`src/design/jsv_pkg.sv`:
```
// Shared types and constants of the JSON structure validator.
// No dependencies; used by the classifier, queue, parser and top level.
package jsv_pkg;

  typedef enum logic [3:0] {
    PH_VALUE        = 4'd0,
    PH_VAL_OR_CLOSE = 4'd1,
    PH_KEY_OR_CLOSE = 4'd2,
    PH_KEY          = 4'd3,
    PH_COLON        = 4'd4,
    PH_PRIM         = 4'd5,
    PH_AFTER        = 4'd6,
    PH_STR_VAL      = 4'd7,
    PH_ESC_VAL      = 4'd8,
    PH_HEX_VAL      = 4'd9,
    PH_STR_KEY      = 4'd10,
    PH_ESC_KEY      = 4'd11,
    PH_HEX_KEY      = 4'd12
  } phase_t;

  // Classified byte as it travels from the front end to the parser.
  typedef struct packed {
    logic last;
    logic ws;
    logic quote;
    logic lbrace;
    logic lbrack;
    logic rbrace;
    logic rbrack;
    logic comma;
    logic colon;
    logic bslash;
    logic ctrl;
    logic hex;
    logic esc_simple;
    logic esc_u;
  } item_t;

  localparam logic [7:0] CH_SPACE   = 8'h20;
  localparam logic [7:0] CH_TAB     = 8'h09;
  localparam logic [7:0] CH_CR      = 8'h0D;
  localparam logic [7:0] CTRL_LIMIT = 8'h20;
  localparam logic [7:0] CH_QUOTE   = 8'h22;
  localparam logic [7:0] CH_COMMA   = 8'h2C;
  localparam logic [7:0] CH_SLASH   = 8'h2F;
  localparam logic [7:0] CH_COLON   = 8'h3A;
  localparam logic [7:0] CH_LBRACK  = 8'h5B;
  localparam logic [7:0] CH_BSLASH  = 8'h5C;
  localparam logic [7:0] CH_RBRACK  = 8'h5D;
  localparam logic [7:0] CH_LBRACE  = 8'h7B;
  localparam logic [7:0] CH_RBRACE  = 8'h7D;
  localparam logic [7:0] CH_0       = 8'h30;
  localparam logic [7:0] CH_9       = 8'h39;
  localparam logic [7:0] CH_UA      = 8'h41;
  localparam logic [7:0] CH_UF      = 8'h46;
  localparam logic [7:0] CH_LA      = 8'h61;
  localparam logic [7:0] CH_LF      = 8'h66;
  localparam logic [7:0] CH_B       = 8'h62;
  localparam logic [7:0] CH_F       = 8'h66;
  localparam logic [7:0] CH_N       = 8'h6E;
  localparam logic [7:0] CH_R       = 8'h72;
  localparam logic [7:0] CH_T       = 8'h74;
  localparam logic [7:0] CH_U       = 8'h75;

  localparam logic [2:0] HEX_DIGITS = 3'd4;

endpackage

```
`src/design/jsv_classifier.sv`:
```
// Front end: accepts input transactions and classifies each byte.
// Depends on jsv_pkg; feeds jsv_fifo.
module jsv_classifier (
  input  logic            clk,
  input  logic            rst,
  input  logic            in_valid,
  output logic            in_ready,
  input  logic [7:0]      byte_req,
  input  logic            last,
  output logic            item_valid,
  output jsv_pkg::item_t  item,
  input  logic            item_ready
);

  jsv_pkg::item_t cls;

  always_comb begin
    cls            = '0;
    cls.last       = last;
    cls.ws         = (byte_req == jsv_pkg::CH_SPACE) ||
                     (byte_req >= jsv_pkg::CH_TAB && byte_req <= jsv_pkg::CH_CR);
    cls.quote      = (byte_req == jsv_pkg::CH_QUOTE);
    cls.lbrace     = (byte_req == jsv_pkg::CH_LBRACE);
    cls.lbrack     = (byte_req == jsv_pkg::CH_LBRACK);
    cls.rbrace     = (byte_req == jsv_pkg::CH_RBRACE);
    cls.rbrack     = (byte_req == jsv_pkg::CH_RBRACK);
    cls.comma      = (byte_req == jsv_pkg::CH_COMMA);
    cls.colon      = (byte_req == jsv_pkg::CH_COLON);
    cls.bslash     = (byte_req == jsv_pkg::CH_BSLASH);
    cls.ctrl       = (byte_req < jsv_pkg::CTRL_LIMIT);
    cls.hex        = (byte_req >= jsv_pkg::CH_0  && byte_req <= jsv_pkg::CH_9)  ||
                     (byte_req >= jsv_pkg::CH_LA && byte_req <= jsv_pkg::CH_LF) ||
                     (byte_req >= jsv_pkg::CH_UA && byte_req <= jsv_pkg::CH_UF);
    cls.esc_simple = (byte_req == jsv_pkg::CH_QUOTE) || (byte_req == jsv_pkg::CH_BSLASH) ||
                     (byte_req == jsv_pkg::CH_SLASH) || (byte_req == jsv_pkg::CH_B) ||
                     (byte_req == jsv_pkg::CH_F) || (byte_req == jsv_pkg::CH_N) ||
                     (byte_req == jsv_pkg::CH_R) || (byte_req == jsv_pkg::CH_T);
    cls.esc_u      = (byte_req == jsv_pkg::CH_U);
  end

  assign in_ready = !item_valid || item_ready;

  always_ff @(posedge clk) begin
    if (rst) begin
      item_valid <= 1'b0;
    end else if (in_ready) begin
      item_valid <= in_valid;
    end
  end

  always_ff @(posedge clk) begin
    if (in_valid && in_ready) begin
      item <= cls;
    end
  end

endmodule

```
`src/design/jsv_fifo.sv`:
```
// Two-entry queue of classified bytes between front end and parser.
// Depends on jsv_pkg.
module jsv_fifo (
  input  logic            clk,
  input  logic            rst,
  input  logic            push,
  input  jsv_pkg::item_t  push_item,
  output logic            full,
  output logic            head_valid,
  output jsv_pkg::item_t  head,
  input  logic            pop
);

  jsv_pkg::item_t mem [2];
  logic           wr_ptr;
  logic           rd_ptr;
  logic [1:0]     count;

  assign full       = (count == 2'd2);
  assign head_valid = (count != 2'd0);
  assign head       = mem[rd_ptr];

  always_ff @(posedge clk) begin
    if (rst) begin
      wr_ptr <= 1'b0;
      rd_ptr <= 1'b0;
      count  <= 2'd0;
    end else begin
      if (push) begin
        wr_ptr <= !wr_ptr;
      end
      if (pop) begin
        rd_ptr <= !rd_ptr;
      end
      case ({push, pop})
        2'b10:   count <= count + 2'd1;
        2'b01:   count <= count - 2'd1;
        default: count <= count;
      endcase
    end
  end

  always_ff @(posedge clk) begin
    if (push) begin
      mem[wr_ptr] <= push_item;
    end
  end

endmodule

```
`src/design/jsv_parser.sv`:
```
// Back end: parser state machine, nesting stack and result register.
// Depends on jsv_pkg; consumes classified bytes from jsv_fifo.
module jsv_parser #(
  parameter int MAX_DEPTH = 16
) (
  input  logic            clk,
  input  logic            rst,
  input  logic [3:0]      base_depth,
  input  logic            head_valid,
  input  jsv_pkg::item_t  head,
  output logic            pop,
  output logic            out_valid,
  input  logic            out_ready,
  output logic            accepted
);

  localparam int LW  = $clog2(MAX_DEPTH + 1);
  localparam int SIW = (MAX_DEPTH > 1) ? $clog2(MAX_DEPTH) : 1;
  localparam int SW  = ((LW > 4) ? LW : 4) + 1;

  jsv_pkg::phase_t phase, phase_next;
  logic [LW-1:0]   level, level_next, lvl_m1;
  logic [2:0]      hex_left, hex_next;
  logic            rejected, rej_next;
  logic [MAX_DEPTH-1:0] stack;

  logic push, push_kind, top_kind, deep, vstart, after, key, ok;
  jsv_pkg::item_t c;

  assign c      = head;
  assign lvl_m1 = level - LW'(1);
  assign top_kind = (level != '0) ? stack[lvl_m1[SIW-1:0]] : 1'b0;
  assign deep   = (SW'(base_depth) + SW'(level)) >= SW'(MAX_DEPTH);
  assign pop    = head_valid && (!head.last || !out_valid || out_ready);

  always_comb begin
    phase_next = phase;
    level_next = level;
    hex_next   = hex_left;
    rej_next   = rejected;
    push       = 1'b0;
    push_kind  = 1'b0;
    vstart     = 1'b0;
    after      = 1'b0;
    key        = (phase == jsv_pkg::PH_STR_KEY) || (phase == jsv_pkg::PH_ESC_KEY) ||
                 (phase == jsv_pkg::PH_HEX_KEY);
    if (!rejected) begin
      unique case (phase)
        jsv_pkg::PH_VALUE: begin
          if (!c.ws) vstart = 1'b1;
        end
        jsv_pkg::PH_VAL_OR_CLOSE: begin
          if (!c.ws) begin
            if (c.rbrack) begin
              level_next = lvl_m1;
              phase_next = jsv_pkg::PH_AFTER;
            end else begin
              vstart = 1'b1;
            end
          end
        end
        jsv_pkg::PH_KEY_OR_CLOSE: begin
          if (!c.ws) begin
            if (c.rbrace) begin
              level_next = lvl_m1;
              phase_next = jsv_pkg::PH_AFTER;
            end else if (c.quote) begin
              phase_next = jsv_pkg::PH_STR_KEY;
            end else begin
              rej_next = 1'b1;
            end
          end
        end
        jsv_pkg::PH_KEY: begin
          if (!c.ws) begin
            if (c.quote) phase_next = jsv_pkg::PH_STR_KEY;
            else rej_next = 1'b1;
          end
        end
        jsv_pkg::PH_COLON: begin
          if (!c.ws) begin
            if (c.colon) phase_next = jsv_pkg::PH_VALUE;
            else rej_next = 1'b1;
          end
        end
        jsv_pkg::PH_PRIM: begin
          if (c.comma || c.rbrace || c.rbrack || c.ws) after = 1'b1;
        end
        jsv_pkg::PH_AFTER: begin
          after = 1'b1;
        end
        jsv_pkg::PH_STR_VAL, jsv_pkg::PH_STR_KEY: begin
          if (c.quote) begin
            phase_next = key ? jsv_pkg::PH_COLON : jsv_pkg::PH_AFTER;
          end else if (c.ctrl) begin
            rej_next = 1'b1;
          end else if (c.bslash) begin
            phase_next = key ? jsv_pkg::PH_ESC_KEY : jsv_pkg::PH_ESC_VAL;
          end
        end
        jsv_pkg::PH_ESC_VAL, jsv_pkg::PH_ESC_KEY: begin
          if (c.esc_simple) begin
            phase_next = key ? jsv_pkg::PH_STR_KEY : jsv_pkg::PH_STR_VAL;
          end else if (c.esc_u) begin
            hex_next   = jsv_pkg::HEX_DIGITS;
            phase_next = key ? jsv_pkg::PH_HEX_KEY : jsv_pkg::PH_HEX_VAL;
          end else begin
            rej_next = 1'b1;
          end
        end
        jsv_pkg::PH_HEX_VAL, jsv_pkg::PH_HEX_KEY: begin
          if (!c.hex) begin
            rej_next = 1'b1;
          end else begin
            hex_next = hex_left - 3'd1;
            if (hex_left == 3'd1) begin
              phase_next = key ? jsv_pkg::PH_STR_KEY : jsv_pkg::PH_STR_VAL;
            end
          end
        end
        default: begin
          rej_next = 1'b1;
        end
      endcase

      if (vstart) begin
        if (c.quote) begin
          phase_next = jsv_pkg::PH_STR_VAL;
        end else if (c.lbrace || c.lbrack) begin
          if (deep) begin
            rej_next = 1'b1;
          end else begin
            push       = 1'b1;
            push_kind  = c.lbrace;
            level_next = level + LW'(1);
            phase_next = c.lbrace ? jsv_pkg::PH_KEY_OR_CLOSE : jsv_pkg::PH_VAL_OR_CLOSE;
          end
        end else if (c.comma || c.rbrace || c.rbrack) begin
          rej_next = 1'b1;
        end else begin
          phase_next = jsv_pkg::PH_PRIM;
        end
      end

      if (after) begin
        phase_next = jsv_pkg::PH_AFTER;
        if (!c.ws) begin
          if (level == '0) begin
            rej_next = 1'b1;
          end else if (c.comma) begin
            phase_next = top_kind ? jsv_pkg::PH_KEY : jsv_pkg::PH_VALUE;
          end else if (top_kind ? c.rbrace : c.rbrack) begin
            level_next = lvl_m1;
          end else begin
            rej_next = 1'b1;
          end
        end
      end
    end

    ok = !rej_next && (level_next == '0) &&
         ((phase_next == jsv_pkg::PH_AFTER) || (phase_next == jsv_pkg::PH_PRIM));
  end

  always_ff @(posedge clk) begin
    if (rst) begin
      phase     <= jsv_pkg::PH_VALUE;
      level     <= '0;
      hex_left  <= 3'd0;
      rejected  <= 1'b0;
      out_valid <= 1'b0;
    end else begin
      out_valid <= (out_valid && !out_ready) || (pop && c.last);
      if (pop) begin
        if (c.last) begin
          phase     <= jsv_pkg::PH_VALUE;
          level     <= '0;
          hex_left  <= 3'd0;
          rejected  <= 1'b0;
        end else begin
          phase    <= phase_next;
          level    <= level_next;
          hex_left <= hex_next;
          rejected <= rej_next;
        end
      end
    end
  end

  // Only entries below the current level are ever read, so no reset.
  always_ff @(posedge clk) begin
    if (pop && c.last) begin
      accepted <= ok;
    end
    if (pop && push) begin
      stack[level[SIW-1:0]] <= push_kind;
    end
  end

endmodule

```
`src/design/json_structure_validator.sv`:
```
// JSON structure validator top level: config register, front end, queue, parser.
// Depends on jsv_pkg, jsv_classifier, jsv_fifo and jsv_parser.
//
// Checks that a byte stream, one byte per input transaction with a last mark,
// holds exactly one lax JSON value, and returns one result transaction
// (accepted = 1 or 0) for the byte marked last. Throughput is one byte per
// cycle unless a stalled result holds input off, set by the parser's state
// update; the result passes from the front register through the queue and
// the parser into the output register. A stalled result backs up through a
// two-entry queue before input is held off. base_depth (written through cfg_*)
// counts toward MAX_DEPTH when a container opens; write it only while idle.
module json_structure_validator #(
  parameter int MAX_DEPTH = 16
) (
  input  logic       clk,
  input  logic       rst,
  input  logic       in_valid,
  output logic       in_ready,
  input  logic [7:0] byte_req,
  input  logic       last,
  output logic       out_valid,
  input  logic       out_ready,
  output logic       accepted,
  input  logic       cfg_valid,
  output logic       cfg_ready,
  input  logic [3:0] cfg_data
);

  logic           base_depth_en;
  logic [3:0]     base_depth;
  logic           f_valid;
  jsv_pkg::item_t f_item;
  logic           q_full;
  logic           q_valid;
  jsv_pkg::item_t q_head;
  logic           q_pop;

  assign cfg_ready     = 1'b1;
  assign base_depth_en = cfg_valid && cfg_ready;

  always_ff @(posedge clk) begin
    if (rst) begin
      base_depth <= 4'd0;
    end else if (base_depth_en) begin
      base_depth <= cfg_data;
    end
  end

  jsv_classifier u_front (
    .clk        (clk),
    .rst        (rst),
    .in_valid   (in_valid),
    .in_ready   (in_ready),
    .byte_req   (byte_req),
    .last       (last),
    .item_valid (f_valid),
    .item       (f_item),
    .item_ready (!q_full)
  );

  jsv_fifo u_queue (
    .clk        (clk),
    .rst        (rst),
    .push       (f_valid && !q_full),
    .push_item  (f_item),
    .full       (q_full),
    .head_valid (q_valid),
    .head       (q_head),
    .pop        (q_pop)
  );

  jsv_parser #(
    .MAX_DEPTH (MAX_DEPTH)
  ) u_back (
    .clk        (clk),
    .rst        (rst),
    .base_depth (base_depth),
    .head_valid (q_valid),
    .head       (q_head),
    .pop        (q_pop),
    .out_valid  (out_valid),
    .out_ready  (out_ready),
    .accepted   (accepted)
  );

endmodule

```
`config.mk`:
```
export PLATFORM = sky130hd
export DESIGN_NAME = json_structure_validator
export DESIGN_NICKNAME = d
export VERILOG_FILES = /design/src/design/jsv_pkg.sv /design/src/design/jsv_classifier.sv /design/src/design/jsv_fifo.sv /design/src/design/jsv_parser.sv /design/src/design/json_structure_validator.sv
export SDC_FILE = /design/constraint.sdc
export NUM_CORES = 1
export LEC_CHECK = 0
export BUFFER_PORTS_ARGS = -buffer_cell sky130_fd_sc_hd__buf_4
export CORE_ASPECT_RATIO = 1.5
export CORE_MARGIN = 5
export CORE_UTILIZATION = 25
export CTS_CLUSTER_SIZE = 25
export DETAILED_ROUTE_END_ITERATION = 7
export SLEW_MARGIN = 25
export SYNTH_ARGS = -nofsm -noshare
export SYNTH_HDL_FRONTEND = slang
export SYNTH_SLANG_ARGS = --single-unit
```
`constraint.sdc`:
```
create_clock -name clk -period 9.4 [get_ports clk]
set_input_delay 1.41 -clock clk [delete_from_list [all_inputs] [get_ports clk]]
set_output_delay 1.41 -clock clk [all_outputs]
set_load 0.02 [all_outputs]
```
; ---- Yosys cells after proc, flatten, opt, wreduce, memory -nomap -nowiden
; Memory sizes are Yosys's and may differ from the RTL's. A register that Yosys moved wholly into a read port is not among the register bits.
; Cells that the tools add are included.
[totals]
register_bits = 54
latchBits = 0
ram_bits = 28
mem_bits_ro = 0
in_bits = 18
out_inout_bits = 4
word_cells = 247
mem_count = 1
[classes]
addsub = 6
multipliers = 0
n_div = 0
order_cmp = 13
n_eq_ne = 38
shift = 0
n_mux = 109
bitwise_logic = 0
n_reduce_logical = 54
[mem_list]
columns = name, depth, word_bits, read_ports, rd_clocked_by_memory_dff, wr, line
row1 = u_queue.mem, 2, 14, 1, 1, 1, jsv_fifo.sv:14  ; jsv_pkg::item_t mem [2];
[ops]
columns = op, count
row1 = 4-bit two-way mux, 27
row2 = 8-bit by 7-bit == test with 1-bit output (second input constant), 11
row3 = 5-bit two-way mux, 15
row4 = 1-bit two-way mux, 47
row5 = 8-bit by 6-bit == test with 1-bit output (second input constant), 5
row6 = 4-bit one-hot mux with 7 select lines, 1
row7 = 4-bit by 3-bit == test with 1-bit output (second input constant), 6
row8 = 1-bit logical OR, 21
row9 = 4-bit == test (second input constant), 5
row10 = 3-bit two-way mux, 6
row11 = 16-bit bitwise mux, 1
row12 = 8-bit by 7-bit >= comparator with 1-bit output (second input constant), 2
row13 = 8-bit by 7-bit <= comparator with 1-bit output (second input constant), 2
row14 = 1-bit logical AND, 13
row15 = 5-bit zero test, 2
row16 = 4-bit by 5-bit < comparator with 1-bit output (second input constant), 2
row17 = 5-bit one-hot mux with 2 select lines, 1
row18 = 4-bit by 2-bit == test with 1-bit output (second input constant), 2
row19 = 8-bit by 4-bit >= comparator with 1-bit output (second input constant), 1
row20 = 8-bit by 6-bit >= comparator with 1-bit output (second input constant), 1
row21 = 8-bit by 4-bit <= comparator with 1-bit output (second input constant), 1
row22 = 8-bit by 6-bit <= comparator with 1-bit output (second input constant), 1
row23 = 1-bit zero test, 8
row24 = 8-bit by 6-bit < comparator with 1-bit output (second input constant), 1
row25 = other kinds (29), 38

; ---- Longest topological paths before layout
; Gate-level depths: netlist (run 1).
[logic_depth]
depth_word = 17
depth_mapped = 11
depth_no_buf = 10

; ---- By module
; Synthesis (run 1) repeated with hierarchy kept, for this count alone.
[unflattened]
hier_cells = 484
area_unflattened_um2 = 4863.4
[modules_own_cells]
columns = mod, n_inst, cells_per_inst, area_each_um2, seq_area_each_um2
row1 = jsv_parser, 1, 332, 2725.1, 790.8
row2 = jsv_fifo, 1, 65, 1211.2, 940.9
row3 = jsv_classifier, 1, 70, 765.7, 440.4
row4 = json_structure_validator, 1, 17, 161.4, 80.1

; ---- Worst setup path before layout (run 1)
; Ideal clock, no wire load.
[synth_timing]
path_type = register -> register
from = reg u_back.level[0]
to = reg u_back.level[4]
setup_time_ps = 71
arrival_time_ps = 3369
required_ps = 9329
slack_ps = 5960
path_stages_with_launch = 12
n_path_buf = 1
synth_period_minus_slack_ps = 3440
path_cell_list = dfxtp_1 buf_2 inv_1 ha_1 xor2_4 mux4_1 o22a_2 and4_4 nor2_2 mux2_4 or4_1 a21oi_1
[synth_between]
elab_chain_cells = 15
word_cells_on_any_way = 26
classes_between = add/sub: 3 / order compare: 1 / mux: 20 / reduce/logical: 2
[synth_lines]
columns = item, line
row1 = from (decl), jsv_parser.sv:22  ; logic [LW-1:0] level, level_next, lvl_m1;
row2 = from (signal assigned), jsv_parser.sv:182  ; level <= level_next;
row3 = "parallel branches: the longest is 12 deep, another holds 4-bit by 5-bit adder with 6-bit output", -
row4 = 5-bit two-way mux *, jsv_parser.sv:145  ; if (after) begin
row5 = 5-bit two-way mux *, jsv_parser.sv:47  ; if (!rejected) begin
row6 = 5-bit two-way mux *, jsv_parser.sv:175  ; if (c.last) begin
; Every way passes the cells marked *. The select of a mux whose other input is x is not followed.
; A chain may end at the register's enable or synchronous reset.

; ---- Worst setup path in the final report (run 1)
; Ends and elaborated chain as after synthesis.

==> reports/qor.csv, run 1 <==
stage;metric;value;unit
yosys;synth_top_family_by_area;simple AND/OR/NAND/NOR gates;
setup_path;crit_fanout;12;
run_status;outcome;finished clean;
yosys;avgSynthCellArea;9.68;µm²
setup_path;cp.buffers_inverters;1;
global_routing;grt_max_degree;32;
setup_path;crit_arrival;4.07;ns
floorplanning;core_area;19800;µm²
setup_path;worst_ep_required_time;9.67;ns
clock_tree;clockRootBuffer;clkbuf_16;
power_and_ir_drop;p_leak;2.02;nW
cells_and_area;layout-drive-gt1-share;12.3;%
yosys;synth_fa_ha_area_share;2.74;%
clock_tree;cts.htree.levels;3;
flow_run;max-cap-violations;0;
place;dp_hpwl;9090;µm
detailed_routing;vias;4041;
setup_path;startpoint_type;flip-flop;
yosys;synthMuxAreaShare;6.25;%
setup_path;path_cells;inv_1 > ha_1 > xor2_4 > mux4_1 > o22a_2 > and4_4 > nor2_2 > mux2_4 > or4_1 > a21oi_1;
yosys;synth-edff-count;59;
global_routing;grt-busiest-layer;met2;
setup_path;path_class;flip-flop to flip-flop;
cells_and_area;instances_no_fill;789;
floorplanning;die_w;126;µm
power_and_ir_drop;p_int;0.831;mW
power_and_ir_drop;ir_worst_vdd;0.0907;mV
detailed_routing;via_per_inst;5.12;
floorplanning;dieArea;23100;µm²
clock_tree;clk_latency;0.34;ns
clock_tree;post_cts_hold_buffer_count;0;
yosys;netlist_top_cells_area;edfxtp_1, dfxtp_1, nor2_1, mux2i_1, ha_1;
power_and_ir_drop;power_switching_share;35.3;%
sta;tightest_slew;0.900;ns
place;placedCellCount;773;
clock_tree;clockBufferDepth;2;
power_and_ir_drop;p_sw;0.454;mW
clock_tree;post_cts_resize_count;0;
yosys;yosysUniqueCellTypes;78;
global_routing;antenna_found_initial;0;
detailed_routing;wire_per_inst;15.6;µm
setup_path;slowest_stage;mux4_1;
place;gp_congestion;0.942;
sta;drv_slew;0;
detailed_routing;ant_nets;0;
cells_and_area;syn_to_final_growth;13.8;%
clock_tree;post_cts_buffers;0;
global_routing;gr-usage-met2;19.5;%
floorplanning;dieHeight;184;µm
yosys;yosysSeqAreaShare;44.8;%
sta;finalClockSkew;0.00596;ns
yosys;synth_simple_gate_area_share;21.2;%
power_and_ir_drop;p_seq_share;35.7;%
power_and_ir_drop;comb_power_share;36.5;%
cells_and_area;n_fill_cell;2043;
sta;setup_viol;0;
global_routing;grt_pass1_wl;19700;µm
sta;fin_crit_sh;40.4;%
floorplanning;ioPinCount;22;
yosys;postSynthCellCount;519;
cells_and_area;nNetsFinal;553;
detailed_routing;drtPass1Iterations;5;
place;port-buffer-count;20;
global_routing;grt_usage;10.5;%
cells_and_area;design_area;5720;µm²
yosys;syn-cell-area;5020;µm²
yosys;ys_ff_latch;83;
sta;fmax;263;MHz
sta;whs;0.440;ns
yosys;synth_compound_area_share;18.1;%
yosys;ys.warnings.count;0;
detailed_routing;drt_iter0_markers;310;
power_and_ir_drop;clock_power_share;27.8;%
sta;relSlewSlack;40.0;%
place;dp_slack;5.64;ns
power_and_ir_drop;power.density;225;nW/µm²
yosys;synth.top_cell.area_share;35.3;%
detailed_routing;drcViolationCount;0;
yosys;synth_nets;548;
setup_path;worst_setup_path_end_kind;flip-flop;
yosys;synth_xor_area_share;1.94;%
yosys;ys.flop_type;edfxtp_1;
cells_and_area;post-route-util;28.9;%
place;placed_cell_area;5410;µm²
clock_tree;numCtsBuffers;9;
global_routing;grt_pass1_vias;3877;
setup_path;crit_family;simple AND/OR/NAND/NOR gates;
sta;fin_crit;3.80;ns
detailed_routing;drt_wl_total;12300;µm
floorplanning;std_cell_rows;63;
clock_tree;numClockSinks;83;
floorplanning;start_util;25.4;%
sta;rsz0062_at_grt;false;
cells_and_area;diodes;0;
yosys;synth_area_leader_cell;edfxtp_1;
sta;fin_tns_setup;0;ns
sta;fin_ws;5.60;ns
setup_path;max_stage_delay;0.61;ns
clock_tree;cts_tree;built;
yosys;asyncSetResetFlopFracSynth;0;%
power_and_ir_drop;power.total;1.29;mW
clock_tree;cts.reportedPaths.clkPinSlew;0.06;ns
global_routing;overflow;0;
sta;final-hold-violation-count;0;
global_routing;gr-usage-met1;11.8;%
worst_hold_path;hp-class;flip-flop to flip-flop;
global_routing;grt_util_met3;1.57;%
==> final cells by class <==
class                   instances  area [µm²]  share of cell area, %
flip-flops and latches         83        2250                   39.4
inverters                      29         109                   1.90
clock inverters                 2        13.8                  0.241
well taps                     260         325                   5.69
repair buffers                 25         188                   3.28
clock buffers                  14         298                   5.21
multi-input cells             376        2530                   44.3
==> registers in the layout, indices dropped and copies added (netlist names), 2 cells and up, named ones only <==
name and count:
u_back.stack 16, u_queue.mem 28, base_depth 4, u_back.hex_left 3, u_back.phase 4, u_queue.count 2
u_back.level 5, u_front.item 14
==> path summary, 6_finish.rpt <==
check                               start                           end  slack, ns  cells after the start
max          u_back.level[0]$_SDFFE_PP0P_  u_back.level[4]$_SDFFE_PP0P_       5.60                     10
min             u_front.item[5]$_DFFE_PP_   u_queue.mem[0][5]$_DFFE_PP_       0.44                      0
max reg2reg  u_back.level[0]$_SDFFE_PP0P_  u_back.level[4]$_SDFFE_PP0P_       5.60                     10
min reg2reg     u_front.item[5]$_DFFE_PP_   u_queue.mem[0][5]$_DFFE_PP_       0.44                      0
==> layout by cell type (no fill, tap or decap), types with 4 or more instances in the layout <==
cell type | synthesis | layout
ha_1 | 11 | 11
nor4b_1 | 8 | 8
and3_1 | 5 | 5
o21a_1 | 5 | 5
nor3_1 | 18 | 18
nand4_1 | 6 | 6
o211ai_1 | 4 | 4
or3_1 | 5 | 5
nand2b_1 | 8 | 8
a21o_1 | 5 | 5
inv_1 | 29 | 29
a22oi_1 | 8 | 8
xnor2_1 | 5 | 5
nor4_1 | 8 | 8
o31ai_1 | 5 | 5
mux2_2 | 4 | 4
dfxtp_1 | 24 | 24
buf_4 | 2 | 25
mux2i_1 | 16 | 16
clkbuf_16 | 0 | 11
and2_1 | 5 | 5
nand3b_1 | 5 | 5
nor2_1 | 54 | 54
a31oi_1 | 4 | 4
a211oi_1 | 6 | 6
a221oi_1 | 5 | 5
a21oi_1 | 27 | 27
o22ai_1 | 4 | 4
o21ai_0 | 23 | 23
edfxtp_1 | 59 | 59
nor2b_1 | 8 | 8
nand2_1 | 31 | 31
nand3_1 | 22 | 22
==> cells by family (layout without fill, tap and decap cells) <==
family                   Yosys count  in the layout
multiplexers                      25             25
other                              1              1
XOR/XNOR                           9              9
buffers and inverters             60             70
adder cells (fa/ha/maj)           11             11
AO/OA/AOI/OAI                    129            129
flip-flops                        83             83
AND/OR/NAND/NOR                  201            201
==> power groups by stage <==
stage / combinational [mW] / clock (mW) / sequential [mW]
after floorplan: 0.355 / 0 / 0.459
after global placement: 0.462 / 0 / 0.467
after detailed placement: 0.462 / 0 / 0.467
after CTS: 0.465 / 0.362 / 0.459
after global routing: 0.514 / 0.382 / 0.463
final: 0.469 / 0.357 / 0.459
==> Yosys cell counts, drive strengths merged, types with 3 or more instances <==
cell and n:
nor4 8, nand2b 8, o221ai 3, nor3b 4, a2111oi 5, edfxtp 59
mux2 5, o21ai 23, inv 29, o22ai 4, a22oi 9, and3 5
o31ai 5, dfxtp 24, nor2b 8, a31oi 4, ha 11, or3b 3
nand2 31, a221oi 5, nor2 55, o211ai 4, nor4b 8, o21a 5
xor2 4, nand3 22, o311ai 3, xnor2 5, clkbuf 22, a21oi 27
a211oi 6, a21o 5, nand4 6, buf 9, mux4 4, nor3 18
mux2i 16, and2 5, nand3b 5, or3 5
==> routing by layer <==
| metal | routed length [µm] | up-vias | part of all wire [%] |
|---|---|---|---|
| li1 | - | 1970 | - |
| met1 | 5010 | 1919 | 41 |
| met2 | 6360 | 122 | 52 |
| met3 | 485 | 30 | 4.0 |
| met4 | 422 | 0 | 3.4 |
| met5 | 0 | - | 0 |
No activity file was read; power rests on OpenSTA's default activity.
==> run 2: changes to the inputs <==
--- a/config.mk
+++ b/config.mk
@@ -5,6 +5,7 @@
 export SDC_FILE = /design/constraint.sdc
 export NUM_CORES = 1
 export LEC_CHECK = 0
+export ABC_AREA = 1
 export BUFFER_PORTS_ARGS = -buffer_cell sky130_fd_sc_hd__buf_4
 export CORE_ASPECT_RATIO = 1.5
 export CORE_MARGIN = 5
==> constraint.sdc (replaced) <==
create_clock -name clk -period 3.35 [get_ports clk]
set_input_delay 0.5025 -clock clk [delete_from_list [all_inputs] [get_ports clk]]
set_output_delay 0.5025 -clock clk [all_outputs]
set_load 0.02 [all_outputs]
==> run 2 against run 1 <==
Net effect: non-clock buffer count grew 4; largest power group unchanged; sequential power rose to 2.9 times the previous value; worst setup slack lost 4.9 ns; combinational power grew to 3.9 times the previous value; via count up 4.1%; area after synthesis barely moved; clock skew grew 0.0011 ns; critical path type unchanged; clock power grew to 2.8 times the previous value; sequential share of layout area down 0.15 points.
==> reports/qor.csv, run 2 <==
stage;metric;value;unit
run_status;outcome;finished clean;
sta;tightest_slew;0.568;ns
clock_tree;numCtsBuffers;9;
place;gp_congestion;0.941;
yosys;syn-cell-area;5030;µm²
power_and_ir_drop;ir_worst_vdd;0.261;mV
setup_path;max_stage_delay;0.44;ns
setup_path;startpoint_type;flip-flop;
yosys;synth_area_leader_cell;edfxtp_1;
floorplanning;core_area;19800;µm²
cells_and_area;final_cell_mix;nand2_1, nor2_1, inv_1;
clock_tree;numClockSinks;83;
setup_path;crit_family;simple AND/OR/NAND/NOR gates;
sta;fin_tns_setup;0;ns
yosys;netlist_top_cells_area;edfxtp_1, nand2_1, dfxtp_1, nor2_1, nand3_1;
power_and_ir_drop;p_leak;2.40;nW
clock_tree;cts.reportedPaths.clkPinSlew;0.07;ns
global_routing;grt_util_met3;1.60;%
cells_and_area;post-route-util;29.0;%
clock_tree;cts_tree;built;
flow_run;max-cap-violations;0;
worst_hold_path;hp-class;input port to flip-flop;
global_routing;gr-usage-met2;19.5;%
sta;final-hold-violation-count;0;
global_routing;grt_max_degree;20;
yosys;synth-edff-count;59;
floorplanning;std_cell_rows;63;
place;dp_hpwl;9050;µm
floorplanning;dieArea;23100;µm²
floorplanning;dieHeight;184;µm
sta;drv_slew;0;
floorplanning;die_w;126;µm
sta;fmax;379;MHz
setup_path;crit_top_cell;nand2_1;
global_routing;grt_pass1_wl;19500;µm
setup_path;crit_fanout;15;
global_routing;antenna_found_initial;0;
yosys;asyncSetResetFlopFracSynth;0;%
detailed_routing;drcViolationCount;0;
yosys;synth_common_cells;nand2_1, nor2_1, inv_1;
cells_and_area;final_common_cell;nand2_1;
yosys;ys.flop_type;edfxtp_1;
yosys;yosysUniqueCellTypes;47;
setup_path;worst_setup_path_end_kind;flip-flop;
floorplanning;ioPinCount;22;
setup_path;regToRegSetupSlack;0.71;ns
power_and_ir_drop;power.density;721;nW/µm²
yosys;avgSynthCellArea;7.61;µm²
clock_tree;clockBufferDepth;2;
detailed_routing;via_per_inst;4.43;
setup_path;cp.buffers_inverters;3;
detailed_routing;drtPass1Iterations;4;
cells_and_area;diodes;0;
global_routing;grt-busiest-layer;met2;
setup_path;path_cells;buf_4 > inv_2 > ha_1 > inv_1 > nand3_1 > nand3_1 > nand3b_1 > nand3_1 > nand2_1 > nand3_4 > nand2_2 > nand2_1 > nand2_1 > nand2_1 > nand2_1 > nor2_1 > nand2_1 > nor2_2;
sta;relSlewSlack;62.0;%
sta;setup_viol;0;
global_routing;grt_pass1_vias;4090;
yosys;yosysSeqAreaShare;44.8;%
clock_tree;post_cts_hold_buffer_count;0;
cells_and_area;regMostFlops;u_queue.mem;
sta;fin_crit;2.64;ns
setup_path;slowest_stage;ha_1;
yosys;synth.top_cell.area_share;35.2;%
detailed_routing;drt_wl_total;11700;µm
sta;fin_ws;0.714;ns
clock_tree;clk_latency;0.34;ns
sta;fin_crit_sh;78.7;%
cells_and_area;syn_to_final_growth;14.1;%
clock_tree;clockRootBuffer;clkbuf_16;
global_routing;gr-usage-met1;11.1;%
setup_path;crit_arrival;2.74;ns
clock_tree;post_cts_buffers;0;
global_routing;grt_usage;10.3;%
cells_and_area;layout-drive-gt1-share;13.9;%
yosys;ys.warnings.count;0;
setup_path;worst_ep_required_time;3.45;ns
global_routing;overflow;0;
detailed_routing;vias;4205;
yosys;synth_nets;690;
cells_and_area;largest_reg_flops;28;
clock_tree;cts.htree.levels;3;
place;port-buffer-count;20;
setup_path;path_class;flip-flop to flip-flop;
detailed_routing;wire_per_inst;12.3;µm
yosys;ys_ff_latch;83;
detailed_routing;drt_iter0_markers;303;
sta;rsz0062_at_grt;false;
detailed_routing;ant_nets;0;
clock_tree;post_cts_resize_count;0;
floorplanning;start_util;25.4;%
cells_and_area;nNetsFinal;713;
yosys;postSynthCellCount;661;
yosys;synth.most_common_cell;nand2_1;
sta;finalClockSkew;0.00707;ns
place;dp_slack;0.749;ns
run 2: worst reg2reg max path, stage by stage (launching register included):
cell and delay, ns:
dfxtp_1 0.31, buf_4 0.20, inv_2 0.14, ha_1 0.44, inv_1 0.13, nand3_1 0.11, nand3_1 0.08, nand3b_1 0.13
nand3_1 0.13, nand2_1 0.13, nand3_4 0.11, nand2_2 0.09, nand2_1 0.05, nand2_1 0.08, nand2_1 0.06, nand2_1 0.06
nor2_1 0.04, nand2_1 0.06, nor2_2 0.03
run 2: path summary, 6_finish.rpt:
kind / endpoint / cells past startpoint / start
min: u_front.item[13]$_DFFE_PP_ / 1 / last
max reg2reg: u_back.accepted$_DFFE_PP_ / 18 / u_back.level[0]$_SDFFE_PP0P_
max: u_back.accepted$_DFFE_PP_ / 18 / u_back.level[0]$_SDFFE_PP0P_
min reg2reg: u_queue.mem[0][8]$_DFFE_PP_ / 0 / u_front.item[8]$_DFFE_PP_
run 2: kinds of logic (layout without fill, tap and decap cells):
kind of cell	count (synthesis)	after routing	share of synthesized area (%)
AOI/OAI and AO/OA	71	71	8.16
xor gates and xnor gates	5	5	0.871
adders and majority gates	11	11	2.74
buffers and inverters	93	121	8.26
DFF	83	83	44.8
other	1	1	0.0746
and+or+nand+nor	397	397	35.1
run 2: routing by layer:
layer / wire (µm) / vias to the layer above
met5: 0 / -
met4: 426 / 0
met3: 386 / 28
met2: 6120 / 81
met1: 4740 / 1904
li1: - / 2192
run 2: area by class of cell:
cell class,count,area [µm²]
clock buffers,9,225
multi-input cells,485,2360
clock inverters,7,67.6
well taps,260,325
flip-flops and latches,83,2250
inverters,76,289
fillers,2098,14000
repair buffers,29,218
run 2: through the flow:
step	power [mW]	instances	instance area, µm²	hold slack [ns]
after CTS	4.17	949	5740	0.331
after detailed placement	3.18	933	5450	0.429
final	4.14	949	5740	0.345
after floorplan	2.78	661	5030	0.421
after global placement	3.18	933	5450	0.424
after global routing	4.47	949	5740	0.333
run 2: report_power, final:
part	switching, mW	internal, mW
Sequential	0.103	1.24
Clock	0.407	0.574
Combinational	1.24	0.575
